$ cat src/hdl/nbc_pkg.sv
`timescale 1ns / 1ps
`default_nettype none

package nbc_pkg;

    // Field widths fixed by the interface
    localparam int DIGIT_W = 5;
    localparam int RADIX_W = 6;

    typedef logic [DIGIT_W-1:0]        t_digit;
    typedef logic signed [RADIX_W-1:0] t_radix;

    // Legal radix window; values outside are clamped to the nearest end
    localparam t_radix RADIX_RESET = -6'sd2;
    localparam t_radix RADIX_TOP   = -6'sd2;
    localparam t_radix RADIX_FLOOR = -6'sd20;
    localparam t_digit BASE_MIN    = 5'd2;
    localparam t_digit BASE_MAX    = 5'd20;

    // Dividend bits retired per divider cycle
    localparam int DIV_STEP_BITS = 8;

endpackage

`default_nettype wire

$ cat src/hdl/nbc_ifs.sv
`timescale 1ns / 1ps
`default_nettype none

// Input channel: one signed value per beat
interface nbc_in_if #(
    parameter int VALUE_BITS = 32
);
    logic                         valid;
    logic                         ready;
    logic signed [VALUE_BITS-1:0] value;

    modport source (output valid, output value, input ready);
    modport sink   (input valid, input value, output ready);
endinterface

// Output channel: one digit per beat, most significant first
interface nbc_out_if;
    logic       valid;
    logic       ready;
    logic [4:0] digit;
    logic       last;

    modport source (output valid, output digit, output last, input ready);
    modport sink   (input valid, input digit, input last, output ready);
endinterface

`default_nettype wire

$ cat src/hdl/nbc_ram.sv
`timescale 1ns / 1ps
`default_nettype none

module nbc_ram #(
    parameter int WIDTH = 5,
    parameter int DEPTH = 34
) (
    input  wire logic                     i_clk,
    input  wire logic                     i_we,
    input  wire logic [$clog2(DEPTH)-1:0] i_waddr,
    input  wire logic [WIDTH-1:0]         i_wdata,
    input  wire logic [$clog2(DEPTH)-1:0] i_raddr,
    output logic      [WIDTH-1:0]         o_rdata
);

    logic [WIDTH-1:0] r_mem [DEPTH];

    // Write port and registered read port
    always_ff @(posedge i_clk) begin
        if (i_we) begin
            r_mem[i_waddr] <= i_wdata;
        end
        o_rdata <= r_mem[i_raddr];
    end

endmodule

`default_nettype wire

$ cat src/hdl/negative_base_convert_unit.sv
`timescale 1ns / 1ps
`default_nettype none

// Sequence: each digit runs the divider over W bits (W = VALUE_BITS rounded up to a multiple
//   of 8) and then a fix-up state; each emitted digit passes the read, load and send states.
// Throughput: one value at a time; the input is ready only when the previous run has
//   delivered its last digit. The shared 8-bit-per-cycle restoring divider sets the pace.
// Reset: synchronous, active low; clears control state and sets the radix to -2.
//   The digit store needs no clearing.
module negative_base_convert_unit #(
    parameter int VALUE_BITS = 32,
    parameter int MAX_DIGITS = 34
) (
    input  wire logic            i_clk,
    input  wire logic            i_rst_n,
    input  wire logic            i_cfg_we,
    input  wire nbc_pkg::t_radix i_cfg_data,
    nbc_in_if.sink               i_in,
    nbc_out_if.source            o_out
);
    import nbc_pkg::*;

    localparam int MAG_W  = ((VALUE_BITS + DIV_STEP_BITS - 1) / DIV_STEP_BITS) * DIV_STEP_BITS;
    localparam int STEPS  = MAG_W / DIV_STEP_BITS;
    localparam int STEP_W = (STEPS > 1) ? $clog2(STEPS) : 1;
    localparam int ADDR_W = $clog2(MAX_DIGITS);
    localparam int CNT_W  = $clog2(MAX_DIGITS + 1);

    localparam logic [2:0] S_IDLE = 3'd0;
    localparam logic [2:0] S_DIV  = 3'd1;
    localparam logic [2:0] S_FIX  = 3'd2;
    localparam logic [2:0] S_READ = 3'd3;
    localparam logic [2:0] S_LOAD = 3'd4;
    localparam logic [2:0] S_SEND = 3'd5;

    logic [2:0]        r_state, n_state;
    t_radix            r_radix;
    t_digit            r_base, n_base;
    logic              r_neg, n_neg;
    logic [MAG_W-1:0]  r_quo, n_quo;
    t_digit            r_rem, n_rem;
    logic [STEP_W-1:0] r_step, n_step;
    logic [CNT_W-1:0]  r_count, n_count;
    logic [ADDR_W-1:0] r_idx, n_idx;
    logic              r_out_valid, n_out_valid;
    t_digit            r_out_digit, n_out_digit;
    logic              r_out_last, n_out_last;

    t_radix              w_neg_radix;
    t_digit              w_base;
    logic [VALUE_BITS:0] w_in_ext;
    logic [VALUE_BITS:0] w_in_abs;
    logic [MAG_W-1:0]    w_div_q;
    logic [DIGIT_W:0]    w_div_r;
    logic                w_fix_adj;
    t_digit              w_fix_digit;
    logic [MAG_W-1:0]    w_fix_mag;
    logic                w_ram_we;
    t_digit              w_ram_rdata;

    // Clamp the configured radix to a base magnitude of 2 to 20
    assign w_neg_radix = -r_radix;
    always_comb begin
        if (r_radix > RADIX_TOP) begin
            w_base = BASE_MIN;
        end else if (r_radix < RADIX_FLOOR) begin
            w_base = BASE_MAX;
        end else begin
            w_base = w_neg_radix[DIGIT_W-1:0];
        end
    end

    // Take the magnitude of the incoming value
    assign w_in_ext = {i_in.value[VALUE_BITS-1], i_in.value};
    assign w_in_abs = i_in.value[VALUE_BITS-1] ? (~w_in_ext + 1'b1) : w_in_ext;

    // Restoring divider: retire DIV_STEP_BITS dividend bits per cycle
    always_comb begin
        w_div_q = r_quo;
        w_div_r = {1'b0, r_rem};
        for (int i = 0; i < DIV_STEP_BITS; i++) begin
            w_div_r = {w_div_r[DIGIT_W-1:0], w_div_q[MAG_W-1]};
            w_div_q = {w_div_q[MAG_W-2:0], 1'b0};
            if (w_div_r >= {1'b0, r_base}) begin
                w_div_r    = w_div_r - {1'b0, r_base};
                w_div_q[0] = 1'b1;
            end
        end
    end

    // Floor correction: negative dividend with nonzero remainder
    assign w_fix_adj   = r_neg && (r_rem != '0);
    assign w_fix_digit = w_fix_adj ? (r_base - r_rem) : r_rem;
    assign w_fix_mag   = w_fix_adj ? (r_quo + MAG_W'(1)) : r_quo;
    assign w_ram_we    = (r_state == S_FIX);

    nbc_ram #(
        .WIDTH (DIGIT_W),
        .DEPTH (MAX_DIGITS)
    ) u_store (
        .i_clk   (i_clk),
        .i_we    (w_ram_we),
        .i_waddr (r_count[ADDR_W-1:0]),
        .i_wdata (w_fix_digit),
        .i_raddr (r_idx),
        .o_rdata (w_ram_rdata)
    );

    // Sequencer
    always_comb begin
        n_state     = r_state;
        n_base      = r_base;
        n_neg       = r_neg;
        n_quo       = r_quo;
        n_rem       = r_rem;
        n_step      = r_step;
        n_count     = r_count;
        n_idx       = r_idx;
        n_out_valid = r_out_valid;
        n_out_digit = r_out_digit;
        n_out_last  = r_out_last;
        case (r_state)
            S_IDLE: begin
                if (i_in.valid) begin
                    n_base  = w_base;
                    n_neg   = i_in.value[VALUE_BITS-1];
                    n_quo   = MAG_W'(w_in_abs[VALUE_BITS-1:0]);
                    n_rem   = '0;
                    n_step  = STEP_W'(STEPS - 1);
                    n_count = '0;
                    n_state = S_DIV;
                end
            end
            S_DIV: begin
                n_quo  = w_div_q;
                n_rem  = w_div_r[DIGIT_W-1:0];
                n_step = r_step - 1'b1;
                if (r_step == '0) begin
                    n_state = S_FIX;
                end
            end
            S_FIX: begin
                // Store the digit, negate the quotient for the next round
                n_count = r_count + 1'b1;
                n_quo   = w_fix_mag;
                n_rem   = '0;
                n_neg   = !r_neg;
                n_step  = STEP_W'(STEPS - 1);
                if ((w_fix_mag == '0) || (r_count == CNT_W'(MAX_DIGITS - 1))) begin
                    n_idx   = r_count[ADDR_W-1:0];
                    n_state = S_READ;
                end else begin
                    n_state = S_DIV;
                end
            end
            S_READ: begin
                n_state = S_LOAD;
            end
            S_LOAD: begin
                n_out_valid = 1'b1;
                n_out_digit = w_ram_rdata;
                n_out_last  = (r_idx == '0);
                n_state     = S_SEND;
            end
            S_SEND: begin
                // Hold the beat until taken, then step down to the next digit or return to idle after the last
                if (o_out.ready) begin
                    n_out_valid = 1'b0;
                    if (r_out_last) begin
                        n_state = S_IDLE;
                    end else begin
                        n_idx   = r_idx - 1'b1;
                        n_state = S_READ;
                    end
                end
            end
            default: begin
                n_state     = S_IDLE;
                n_out_valid = 1'b0;
            end
        endcase
    end

    // Control registers
    always_ff @(posedge i_clk) begin
        if (!i_rst_n) begin
            r_state     <= S_IDLE;
            r_radix     <= RADIX_RESET;
            r_count     <= '0;
            r_step      <= '0;
            r_out_valid <= 1'b0;
        end else begin
            r_state     <= n_state;
            r_count     <= n_count;
            r_step      <= n_step;
            r_out_valid <= n_out_valid;
            if (i_cfg_we) begin
                r_radix <= i_cfg_data;
            end
        end
    end

    // Datapath registers
    always_ff @(posedge i_clk) begin
        r_base      <= n_base;
        r_neg       <= n_neg;
        r_quo       <= n_quo;
        r_rem       <= n_rem;
        r_idx       <= n_idx;
        r_out_digit <= n_out_digit;
        r_out_last  <= n_out_last;
    end

    assign i_in.ready  = (r_state == S_IDLE);
    assign o_out.valid = r_out_valid;
    assign o_out.digit = r_out_digit;
    assign o_out.last  = r_out_last;

    a_ready_excl: assert property (@(posedge i_clk) disable iff (!i_rst_n)
        i_in.ready |-> !o_out.valid)
        else $error("input ready while a digit is pending");

    a_digit_range: assert property (@(posedge i_clk) disable iff (!i_rst_n)
        o_out.valid |-> (o_out.digit < r_base))
        else $error("digit not below base");

    a_rem_range: assert property (@(posedge i_clk) disable iff (!i_rst_n)
        ((r_state == S_DIV) || (r_state == S_FIX)) |-> (r_rem < r_base))
        else $error("divider remainder out of range");

    a_last_idle: assert property (@(posedge i_clk) disable iff (!i_rst_n)
        (o_out.valid && o_out.ready && o_out.last) |=> i_in.ready)
        else $error("not ready after final digit");

endmodule

`default_nettype wire
$ cat src/flat_wrapper.sv
// flat-port wrapper written by rule: the top's interface ports become plain ports
module negative_base_convert_unit_flat import nbc_pkg::*;
#(
    parameter int VALUE_BITS = 32,
    parameter int MAX_DIGITS = 34
)
  (i_clk, i_rst_n, i_cfg_we, i_cfg_data, i_in_valid, i_in_value, i_in_ready, o_out_valid, o_out_digit, o_out_last, o_out_ready);
  nbc_in_if #(.VALUE_BITS(VALUE_BITS)) i_in_i ();
  nbc_out_if o_out_i ();
  input  wire logic i_clk;
  input  wire logic i_rst_n;
  input  wire logic i_cfg_we;
  input  wire nbc_pkg::t_radix i_cfg_data;
  input wire logic [$bits(i_in_i.valid)-1:0] i_in_valid;
  input wire logic [$bits(i_in_i.value)-1:0] i_in_value;
  output wire logic [$bits(i_in_i.ready)-1:0] i_in_ready;
  output wire logic [$bits(o_out_i.valid)-1:0] o_out_valid;
  output wire logic [$bits(o_out_i.digit)-1:0] o_out_digit;
  output wire logic [$bits(o_out_i.last)-1:0] o_out_last;
  input wire logic [$bits(o_out_i.ready)-1:0] o_out_ready;
  assign i_in_i.valid = i_in_valid;
  assign i_in_i.value = i_in_value;
  assign i_in_ready = i_in_i.ready;
  assign o_out_valid = o_out_i.valid;
  assign o_out_digit = o_out_i.digit;
  assign o_out_last = o_out_i.last;
  assign o_out_i.ready = o_out_ready;
  negative_base_convert_unit #(.VALUE_BITS(VALUE_BITS), .MAX_DIGITS(MAX_DIGITS)) u_core (.i_clk(i_clk), .i_rst_n(i_rst_n), .i_cfg_we(i_cfg_we), .i_cfg_data(i_cfg_data), .i_in(i_in_i), .o_out(o_out_i));
endmodule
$ cat config.mk
export PLATFORM = sky130hd
export DESIGN_NAME = negative_base_convert_unit_flat
export DESIGN_NICKNAME = d
export VERILOG_FILES = /design/src/hdl/nbc_pkg.sv /design/src/hdl/nbc_ifs.sv /design/src/hdl/nbc_ram.sv /design/src/hdl/negative_base_convert_unit.sv /design/src/flat_wrapper.sv
export SDC_FILE = /design/constraint.sdc
export NUM_CORES = 1
export LEC_CHECK = 0
export BUFFER_PORTS_ARGS = -buffer_cell sky130_fd_sc_hd__buf_2
export CAP_MARGIN = 20
export CORE_AREA = 2 2 180 182
export DETAILED_ROUTE_END_ITERATION = 16
export DIE_AREA = 0 0 182 184
export PLACE_DENSITY_LB_ADDON = 0.25
export SYNTH_ARGS = -nofsm -noshare
export SYNTH_HDL_FRONTEND = slang
export SYNTH_SLANG_ARGS = --single-unit
export TNS_END_PERCENT = 1
$ cat constraint.sdc
create_clock -name i_clk -period 14.98 [get_ports i_clk]
set_input_delay 3.745 -clock i_clk [delete_from_list [all_inputs] [get_ports i_clk]]
set_output_delay 3.745 -clock i_clk [all_outputs]
set_load 0.05 [all_outputs]
==> metrics.md, run 1 <==
| Metric | Value |
|---|---|
| Synth Cell Area | 14000 um2 |
| DP Worst Slack | 0.388 ns |
| Total Routed Length | 34300 um |
| Core Util, Final | 0.500 |
| Hold Crit Start | u_core.u_store.o_rdata[2]$_DFF_P_ |
| Max Fclk | 70.9 MHz |
| Worst EP arrival | 14.39 ns |
| First-pass GRT wire length | roughly 53000 um |
| Die area | 33500 um2 |
| Initial antenna violation count | 0 |
| Layout area overhead | 12.1% |
| Htree depth | 1 |
| Number of cell rows | 65 |
| Worst skew pair latency | 0.54 ns |
| Syn nets | 1312 |
| DRT Pass-1 Iters | 6 |
| Worst setup SP type | flop |
| Cell variety after synth | 73 |
| Final setup viols | 0 |
| Synth warn | 0 |
| Seq cells post-synth | ~250 |
| Total grt overflow | 0 |
| Buffers on Ports | 50 |
| Seq/Total Area, Yosys | 0.515 |
| TritonCTS Sinks | ~250 |
| Die Ht | between 150 and 200 um |
| Cell mode on critical path | ha_1 |
| Final Worst Setup Slack | a little under 0.9 ns |
| ANT nets after route | 0 |
| Worst setup EP type | flop |
| Number of max-cap violations | 0 |
| Hold Vio Cnt, Final | 0 |
| Number of flops mapped to enable cells by yosys | 225 |
| CTS Buffer Depth | 3 |
| Crit path launch | u_core.r_quo[31]$_DFFE_PP_ |
| Crit-path max FO | 15 |
| Clock skew | 0.0135 ns |
| Clock transition at path regs | 0.06 ns |
| Mapped Cells | 1208 |
| DR WL/cell | 20.5 um |
| GRT Util Overall | 0.203 |
| Largest net degree at the start of global routing | 40 |
| CTS tree | built |
| Vias/cell | 5.87 |
| Root Driver | clkbuf_16 |
| Die outline width | 182 um |
| Critical path's slowest cell | fa_1 |
| FF-to-FF Start | u_core.r_quo[31]$_DFFE_PP_ |
| Setup total negative slack | 0 ns |
| Count leader, synth | edfxtp_1 |
| Layout cells sized above 1 | 0.152 |
| Async set-or-reset flop fraction in the synthesized netlist | 0 |
| Most instantiated cells after synthesis | edfxtp_1 (225), nor2_1 (81), o21ai_0 (74) |
| Hpwl dp | 24000 um |
| Crit Path Class | flop to flop |
| Placer Congestion | approximately 0.9 |
| HP Class | flop to flop |
| Syn Area/Cell | 11.6 um2 |
| Synth Flop Type | edfxtp_1 |
| # DRC | 0 |
| Max-slew headroom | 0.396 |
| DR iter-0 viols | 979 |
| Vias | 9824 |
| Synth top area share | 0.482 |
| # diodes | 0 |
| Final nets | 1357 |
| CP Data Required Time | 15.26 ns |
| Placeable Area | 31400 um2 |
| Largest cells by area after synthesis | edfxtp_1 (48%), ha_1 (4.6%), mux2i_1 (4.4%) |
| Yosys top cell by area | edfxtp_1 |
| Slew Limit Fails | 0 |
| Initial Util | 0.446 |
| Io pins | 51 |
| Total CTS buffers | 26 |
| Hold-fix buffers at CTS | 0 |
| Final period util | 0.942 |
| Unrepaired setup endpoints after global routing | false |
| Worst Tran Pin Value | about 0.91 ns |
| Status | completed |
| Number of global-route vias before repair | approximately 9500 |
| Min Tclk post-route | 14.11 ns |
| CP max stage delay | about 0.45 ns |
==> state kept, by name (all words and copies together), names as in the netlist <==
signal,cells
u_core.o_out.digit,5
u_core.o_out.last,1
u_core.o_out.valid,1
u_core.r_base,5
u_core.r_count,6
u_core.r_idx,6
u_core.r_neg,1
u_core.r_quo,32
u_core.r_radix,6
u_core.r_rem,5
u_core.r_state,3
u_core.r_step,2
u_core.u_store.o_rdata,5
u_core.u_store.r_mem,170
==> metal layers <==
| metal | global-route usage | up-vias | routed length [um] |
|---|---|---|---|
| met5 | 0 | - | 0 |
| met4 | 0.0461 | 0 | 588 |
| met3 | 0.0192 | 46 | 1630 |
| met2 | 0.347 | 308 | 16700 |
| met1 | 0.281 | 4796 | 15500 |
| li1 | - | 4674 | - |
==> through the flow <==
step | hold WS, ns | cells | area, um2
6_report | 0.401 | 1674 | 15700
2_1_floorplan | 0.386 | 1208 | 14000
4_1_cts | 0.403 | 1671 | 15600
5_1_grt | 0.405 | 1674 | 15700
3_3_place_gp | 0.389 | 1624 | 14700
3_5_place_dp | 0.389 | 1624 | 14700
==> cells in the final DEF (no fill, tap or decap), drive strengths merged, types with 13 or more instances in the layout <==
cell type / n
o22ai: 13
nand3: 27
nor3: 44
ha: 52
inv: 56
dfxtp: 23
mux2i: 61
edfxtp: 225
mux4: 23
nand4: 14
o21ai: 77
clkbuf: 36
o221ai: 14
xnor2: 68
a21oi: 52
buf: 74
nand2: 72
nor2: 81
a21o: 15
a22oi: 25
xor2: 28
==> kinds of logic (layout without fill, tap and decap cells) <==
logic type                 after synthesis  count (layout)  share of synthesized area
buffers and inverters                  111             175                     0.0308
AOI/OAI and AO/OA                      269             269                      0.128
and+or+nand+nor                        331             331                      0.120
DFF                                    248             248                      0.515
xor gates and xnor gates                96              96                     0.0600
muxes                                   92              92                     0.0870
adders and majority gates               61              61                     0.0593
==> final cells by class <==
type	instances	area [um2]
timing repair buffer	74	434
fill	2782	15700
sequential	248	7220
multi-input combinational	849	6540
tap	402	503
clock buffer	36	718
inverter	54	203
clock inverter	11	97.6
==> worst max-delay path, delay by kind of cell, from the launching register on <==
kind	cells	cell delay [ns]
buffers and inverters	4	0.46
AOI/OAI and AO/OA	25	4.93
and+or+nand+nor	16	2.67
DFF	1	0.41
adders and majority gates	9	3.10
muxes	7	2.26
==> path summary, 6_finish.rpt <==
path	end	slack (ns)	cells past startpoint
worst max-delay path	u_core.r_quo[0]$_DFFE_PP_	0.87	61
worst min-delay path	u_core.o_out.digit[2]$_DFFE_PP_	0.40	0
worst max register to register	u_core.r_quo[0]$_DFFE_PP_	0.87	61
worst min register to register	u_core.o_out.digit[2]$_DFFE_PP_	0.40	0
==> timing repair <==
action / 4_1_cts / 5_1_grt
hold endpoints to repair: 0 / 0
resized for setup: 0 / 30
setup buffers: 0 / 3
endpoints found under the setup margin: 0 / 6
Power of run 1 is not shown: default switching activity piles up to over one toggle a cycle in this logic, so the estimate is an artifact.
==> run 2, diff against run 1 <==
--- a/config.mk
+++ b/config.mk
@@ -7,6 +7,8 @@
 export LEC_CHECK = 0
 export BUFFER_PORTS_ARGS = -buffer_cell sky130_fd_sc_hd__buf_2
 export CAP_MARGIN = 20
+export CELL_PAD_IN_SITES_DETAIL_PLACEMENT = 0
+export CELL_PAD_IN_SITES_GLOBAL_PLACEMENT = 1
 export CORE_AREA = 2 2 180 182
 export DETAILED_ROUTE_END_ITERATION = 16
 export DIE_AREA = 0 0 182 184
==> run 2 against run 1 <==
First-iteration DRC count fell by 40%. Count of clock-buffer cells in the layout fell by 2. Sequential cell count did not move. Clock skew rose by 0.0060 ns. Hold slack barely moved. Register-to-register slack improved by 0.12 ns. Fmax rose by 0.87%.
==> metrics.md, run 2 (synthesis results as in run 1) <==
| Metric | Value |
|---|---|
| Layout area overhead | 12.6% |
| Final period util | 0.934 (-0.00808) |
| Slew Limit Fails | 0 (unchanged) |
| Max-slew headroom | 0.326 (-0.0698) |
| Worst setup SP type | flop |
| Clock skew | 0.0195 ns (+0.00598 ns) |
| Buffers on Ports | 50 (unchanged) |
| CTS tree | built |
| Biggest register | u_core.u_store.r_mem |
| Io pins | 51 (unchanged) |
| Core Util, Final | 0.503 (+0.00235) |
| ANT nets after route | 0 (unchanged) |
| Placer Congestion | 0.893 (-1.1%) |
| Critical path's slowest cell | fa_1 |
| Crit Path Class | flop to flop |
| Crit-path max FO | 15 (unchanged) |
| Hold Vio Cnt, Final | 0 (unchanged) |
| Htree depth | 1 (unchanged) |
| Die area | 33500 um2 (unchanged) |
| Hold-fix buffers at CTS | 0 (unchanged) |
| # DRC | 0 (unchanged) |
| Regs by FF count | u_core.u_store.r_mem: 170 flops, u_core.r_quo: 32 flops |
| Status | completed |
| Initial antenna violation count | 0 (unchanged) |
| Worst Tran Pin Value | 1.00 ns (+0.0969 ns) |
| Initial Util | 0.446 (unchanged) |
| First-pass GRT wire length | 55800 um (+4.3%) |
| Number of max-cap violations | 0 (unchanged) |
| Vias/cell | 5.83 (-0.71%) |
| DR WL/cell | 21.1 um (+2.6%) |
| CP Data Required Time | 15.26 ns (about the same) |
| Setup total negative slack | 0 ns (unchanged) |
| Final Worst Setup Slack | 0.993 ns (+0.121 ns) |
| Max reg flops | 170 (unchanged) |
| TritonCTS Sinks | 248 (unchanged) |
| Number of cell rows | 65 (unchanged) |
| CTS Buffer Depth | 3 (unchanged) |
| Hpwl dp | 24900 um (+3.6%) |
| Total grt overflow | 0 (unchanged) |
| Crit path launch | u_core.r_quo[31]$_DFFE_PP_ |
| Min Tclk post-route | 13.99 ns (-0.121 ns) |
| Die outline width | 182 um (unchanged) |
| Worst setup EP type | flop |
| DRT Pass-1 Iters | 5 (-1) |
| GRT Util Overall | 0.212 (+0.00970) |
| Clock transition at path regs | 0.06 ns (about the same) |
| Number of global-route vias before repair | 9803 (+2.8%) |
| # diodes | 0 (unchanged) |
| CP max stage delay | 0.47 ns (+0.02 ns) |
| Worst EP arrival | 14.26 ns (-0.13 ns) |
| Largest net degree at the start of global routing | 42 (+5.0%) |
| Worst skew pair latency | 0.54 ns (about the same) |
| Placeable Area | 31400 um2 (unchanged) |
| Max Fclk | 71.5 MHz (+0.87%) |
| HP Class | flop to flop |
| Buf/Inv on CP | 6 (+2) |
| Most common cell after layout, fill and taps aside | edfxtp_1 |
| Hold slack | 0.402 ns (+0.000311 ns) |
| Layout cells sized above 1 | 0.154 (+0.00236) |
| Most frequent cells in the layout | edfxtp_1 (225), nor2_1 (80), nand2_1 (71), o21ai_0 (69), xnor2_1 (67) |
| DP Worst Slack | 0.352 ns (-0.0360 ns) |
| Total CTS buffers | 26 (unchanged) |
| Top Family by Delay on Critical Path | compound AO/OA/AOI/OAI gates |
| DR iter-0 viols | 583 (-40%) |
| Root Driver | clkbuf_16 |
| Hold Crit Start | u_core.u_store.o_rdata[3]$_DFF_P_ |
| Total Routed Length | 35200 um (+2.6%) |
| Die Ht | 184 um (unchanged) |
| Vias | 9754 (-0.71%) |
| Final nets | 1358 (+0.074%) |
| Final setup viols | 0 (unchanged) |
| FF-to-FF Start | u_core.r_quo[31]$_DFFE_PP_ |
[run 2: changes by cell type in the layout (fill, tap and decap cells not counted), moves of 2 or more]
cell,change
clkbuf_1,-3
inv_6,-2
o21ai_2,-2
clkinvlp_4,+3
mux2i_2,-2
bufinv_16,+2
[run 2: worst register-to-register path: cells and delay by family (launching register included)]
kind | cells | cell delay [ns]
and+or+nand+nor | 15 | 2.32
adders and majority gates | 9 | 3.25
muxes | 7 | 2.20
AOI/OAI and AO/OA | 27 | 4.84
DFF | 1 | 0.41
buffers and inverters | 6 | 0.71
[run 2: timing repair]
action | 4_1_cts | 5_1_grt
gates resized for setup | 0 | 29
endpoints found under the setup margin | 0 | 6
buffers inserted | 0 | 4
[run 2: path summary, 6_finish.rpt]
check                                                        to  slack [ns]  cells past startpoint
worst max register to register        u_core.r_quo[0]$_DFFE_PP_        0.99                     64
worst min-delay path            u_core.o_out.digit[3]$_DFFE_PP_        0.40                      0
worst max-delay path                  u_core.r_quo[0]$_DFFE_PP_        0.99                     64
worst min register to register  u_core.o_out.digit[3]$_DFFE_PP_        0.40                      0
[run 2: final cells by class]
cell class                      count  area (um2)
Tap cell                          402         503
Inverter                           54         203
Sequential cell                   248        7220
Multi-Input combinational cell    849        6550
Clock buffer                       34         721
Timing Repair Buffer               75         442
Clock inverter                     12         150
Fill cell                        2812       15600
[run 2: metrics by stage]
step	std cells	instance area, um2
after global routing	1674	15800
final	1674	15800
after global placement	1624	14700
after CTS	1670	15600
after floorplan	1208	14000
after detailed placement	1624	14700
[run 2: layer usage]
metal  vias to the layer above  wire length (um)  global-route usage
li1                       4684                 -                   -
met1                      4746             15700               0.285
met2                       288             17500               0.374
met3                        36              1660              0.0240
met4                         0               466              0.0410
met5                         -                 0                   0
Power of run 2 is left out for the same reason.
==> run 3, diff against run 2 <==
--- a/config.mk
+++ b/config.mk
@@ -9,9 +9,9 @@
 export CAP_MARGIN = 20
 export CELL_PAD_IN_SITES_DETAIL_PLACEMENT = 0
 export CELL_PAD_IN_SITES_GLOBAL_PLACEMENT = 1
-export CORE_AREA = 2 2 180 182
+export CORE_AREA = 5 5 183 185
 export DETAILED_ROUTE_END_ITERATION = 16
-export DIE_AREA = 0 0 182 184
+export DIE_AREA = 0 0 188 190
 export PLACE_DENSITY_LB_ADDON = 0.25
 export SYNTH_ARGS = -nofsm -noshare
 export SYNTH_HDL_FRONTEND = slang
==> run 3 against run 2 <==
Worst setup slack got worse by 0.061 ns. Sequential share of layout area fell by 0.10 points. Critical path depth fell by 1. Cell area rose by 0.22%. Clock skew rose by 0.0094 ns. Register-to-register slack got worse by 0.06 ns. Via count rose by 0.41%. Sequential cell count did not move. Critical endpoint unchanged. Largest cell class unchanged.
==> metrics.md, run 3 (synthesis results as in run 1) <==
| Metric | Value |
|---|---|
| Metal3 WL | 1540 um (-7.1%) |
| Biggest register | u_core.u_store.r_mem |
| Core Util, Final | 0.496 (-0.00652) |
| Htree depth | 1 (unchanged) |
| Vias | 9794 (+0.41%) |
| Buf/Inv on CP | 5 (-1) |
| Max Fclk | 71.2 MHz (-0.43%) |
| DR iter-0 viols | 715 (+23%) |
| Worst Tran Pin Value | 1.03 ns (+0.0309 ns) |
| CP Data Required Time | 15.26 ns (about the same) |
| Final Worst Setup Slack | 0.932 ns (-0.0609 ns) |
| Die Ht | 190 um (+3.3%) |
| Min Tclk post-route | 14.05 ns (+0.0609 ns) |
| Worst skew pair latency | 0.55 ns (about the same) |
| Die outline width | 188 um (+3.3%) |
| Die area | 35700 um2 (+6.7%) |
| Layout cells sized above 1 | 0.151 (-0.00279) |
| DP Cell Count | 1625 (+0.062%) |
| Placeable Area | 31900 um2 (+1.5%) |
| Total Routed Length | 34700 um (-1.5%) |
| Slew Limit Fails | 0 (unchanged) |
| Critical path's slowest cell | fa_1 |
| HP Class | flop to flop |
| Top routing layer in use | met4 |
| Max-slew headroom | 0.304 (-0.0218) |
| Total CTS buffers | 27 (+3.8%) |
| Final period util | 0.938 (+0.00407) |
| Hpwl dp | 24800 um (-0.38%) |
| TritonCTS Sinks | 248 (unchanged) |
| Regs by FF count | u_core.u_store.r_mem: 170 flops, u_core.r_quo: 32 flops |
| Detail Route met2 WL | 17300 um (-1.0%) |
| Crit-path max FO | 15 (unchanged) |
| Number of max-cap violations | 0 (unchanged) |
| Number of cell rows | 66 (+1.5%) |
| Clock transition at path regs | 0.06 ns (about the same) |
| Max reg flops | 170 (unchanged) |
| Placer Congestion | 0.909 (+1.8%) |
| CP max stage delay | 0.45 ns (-0.02 ns) |
| Final setup viols | 0 (unchanged) |
| Total grt overflow | 0 (unchanged) |
| CTS tree | built |
| Layout area overhead | 12.9% |
| Most frequent cells in the layout | edfxtp_1 (225), nor2_1 (80), nand2_1 (72), o21ai_0 (69), xnor2_1 (67) |
| Initial Util | 0.440 (-0.00676) |
| # DRC | 0 (unchanged) |
| Setup total negative slack | 0 ns (unchanged) |
| Most common cell after layout, fill and taps aside | edfxtp_1 |
| GRT Util Overall | 0.192 (-0.0203) |
| Fin cells | 1677 (+0.18%) |
| Hold-fix buffers at CTS | 0 (unchanged) |
| Hold Vio Cnt, Final | 0 (unchanged) |
| Number of global-route vias before repair | 9980 (+1.8%) |
| ANT nets after route | 0 (unchanged) |
| # diodes | 0 (unchanged) |
| CTS Buffer Depth | 3 (unchanged) |
| Worst setup EP type | flop |
| Vias/cell | 5.84 (+0.23%) |
| DP Worst Slack | 0.220 ns (-0.132 ns) |
| Buffers on Ports | 50 (unchanged) |
| DRT Pass-1 Iters | 6 (+1) |
| Io pins | 51 (unchanged) |
| Flop-to-flop setup slack | 0.93 ns (-0.06 ns) |
| Root Driver | clkbuf_16 |
| Crit Path Class | flop to flop |
| DR WL/cell | 20.7 um (-1.7%) |
| Final nets | 1352 (-0.44%) |
| Worst EP arrival | 14.32 ns (+0.06 ns) |
| Largest net degree at the start of global routing | 55 (+31%) |
| Fillcell total | 2835 (+0.82%) |
| Unrepaired setup endpoints after global routing | false |
| Status | completed |
| Top Family by Delay on Critical Path | compound AO/OA/AOI/OAI gates |
| Clock skew | 0.0289 ns (+0.00940 ns) |
| Worst setup SP type | flop |
| First-pass GRT wire length | 55300 um (-0.89%) |
| M1 WL | 15100 um (-3.6%) |
| Initial antenna violation count | 0 (unchanged) |
==> run 3: final cells by class <==
type | count | area (um2) | share of cell area
Inverter | 54 | 203 | 0.0128
Sequential cell | 248 | 7220 | 0.456
Clock inverter | 18 | 287 | 0.0181
Tap cell | 408 | 510 | 0.0323
Clock buffer | 32 | 694 | 0.0439
Timing Repair Buffer | 68 | 385 | 0.0244
Multi-Input combinational cell | 849 | 6520 | 0.412
==> run 3: metal layers <==
layer,vias up,global-route usage
met3,55,0.0240
met4,0,0.0477
met2,265,0.339
met5,-,0
li1,4673,-
met1,4801,0.252
==> run 3: worst paths after layout <==
| kind | from | endpoint | depth (start not counted) |
|---|---|---|---|
| worst max-delay path | u_core.r_quo[31]$_DFFE_PP_ | u_core.r_quo[0]$_DFFE_PP_ | 63 |
| worst min-delay path | u_core.u_store.o_rdata[1]$_DFF_P_ | u_core.o_out.digit[1]$_DFFE_PP_ | 0 |
| worst min register to register | u_core.u_store.o_rdata[1]$_DFF_P_ | u_core.o_out.digit[1]$_DFFE_PP_ | 0 |
| worst max register to register | u_core.r_quo[31]$_DFFE_PP_ | u_core.r_quo[0]$_DFFE_PP_ | 63 |
==> run 3: metrics by stage <==
step           hold slack [ns]  instance area (um2)
2_1_floorplan            0.386                14000
6_report                 0.402                15800
5_1_grt                  0.414                15800
3_5_place_dp             0.390                14700
3_3_place_gp             0.387                14700
4_1_cts                  0.405                15700
==> run 3: repair_timing <==
action / in CTS / in global routing
setup buffers: 0 / 2
gates resized for setup: 0 / 24
endpoints found under the setup margin: 0 / 6
Power of run 3 is left out for the same reason.
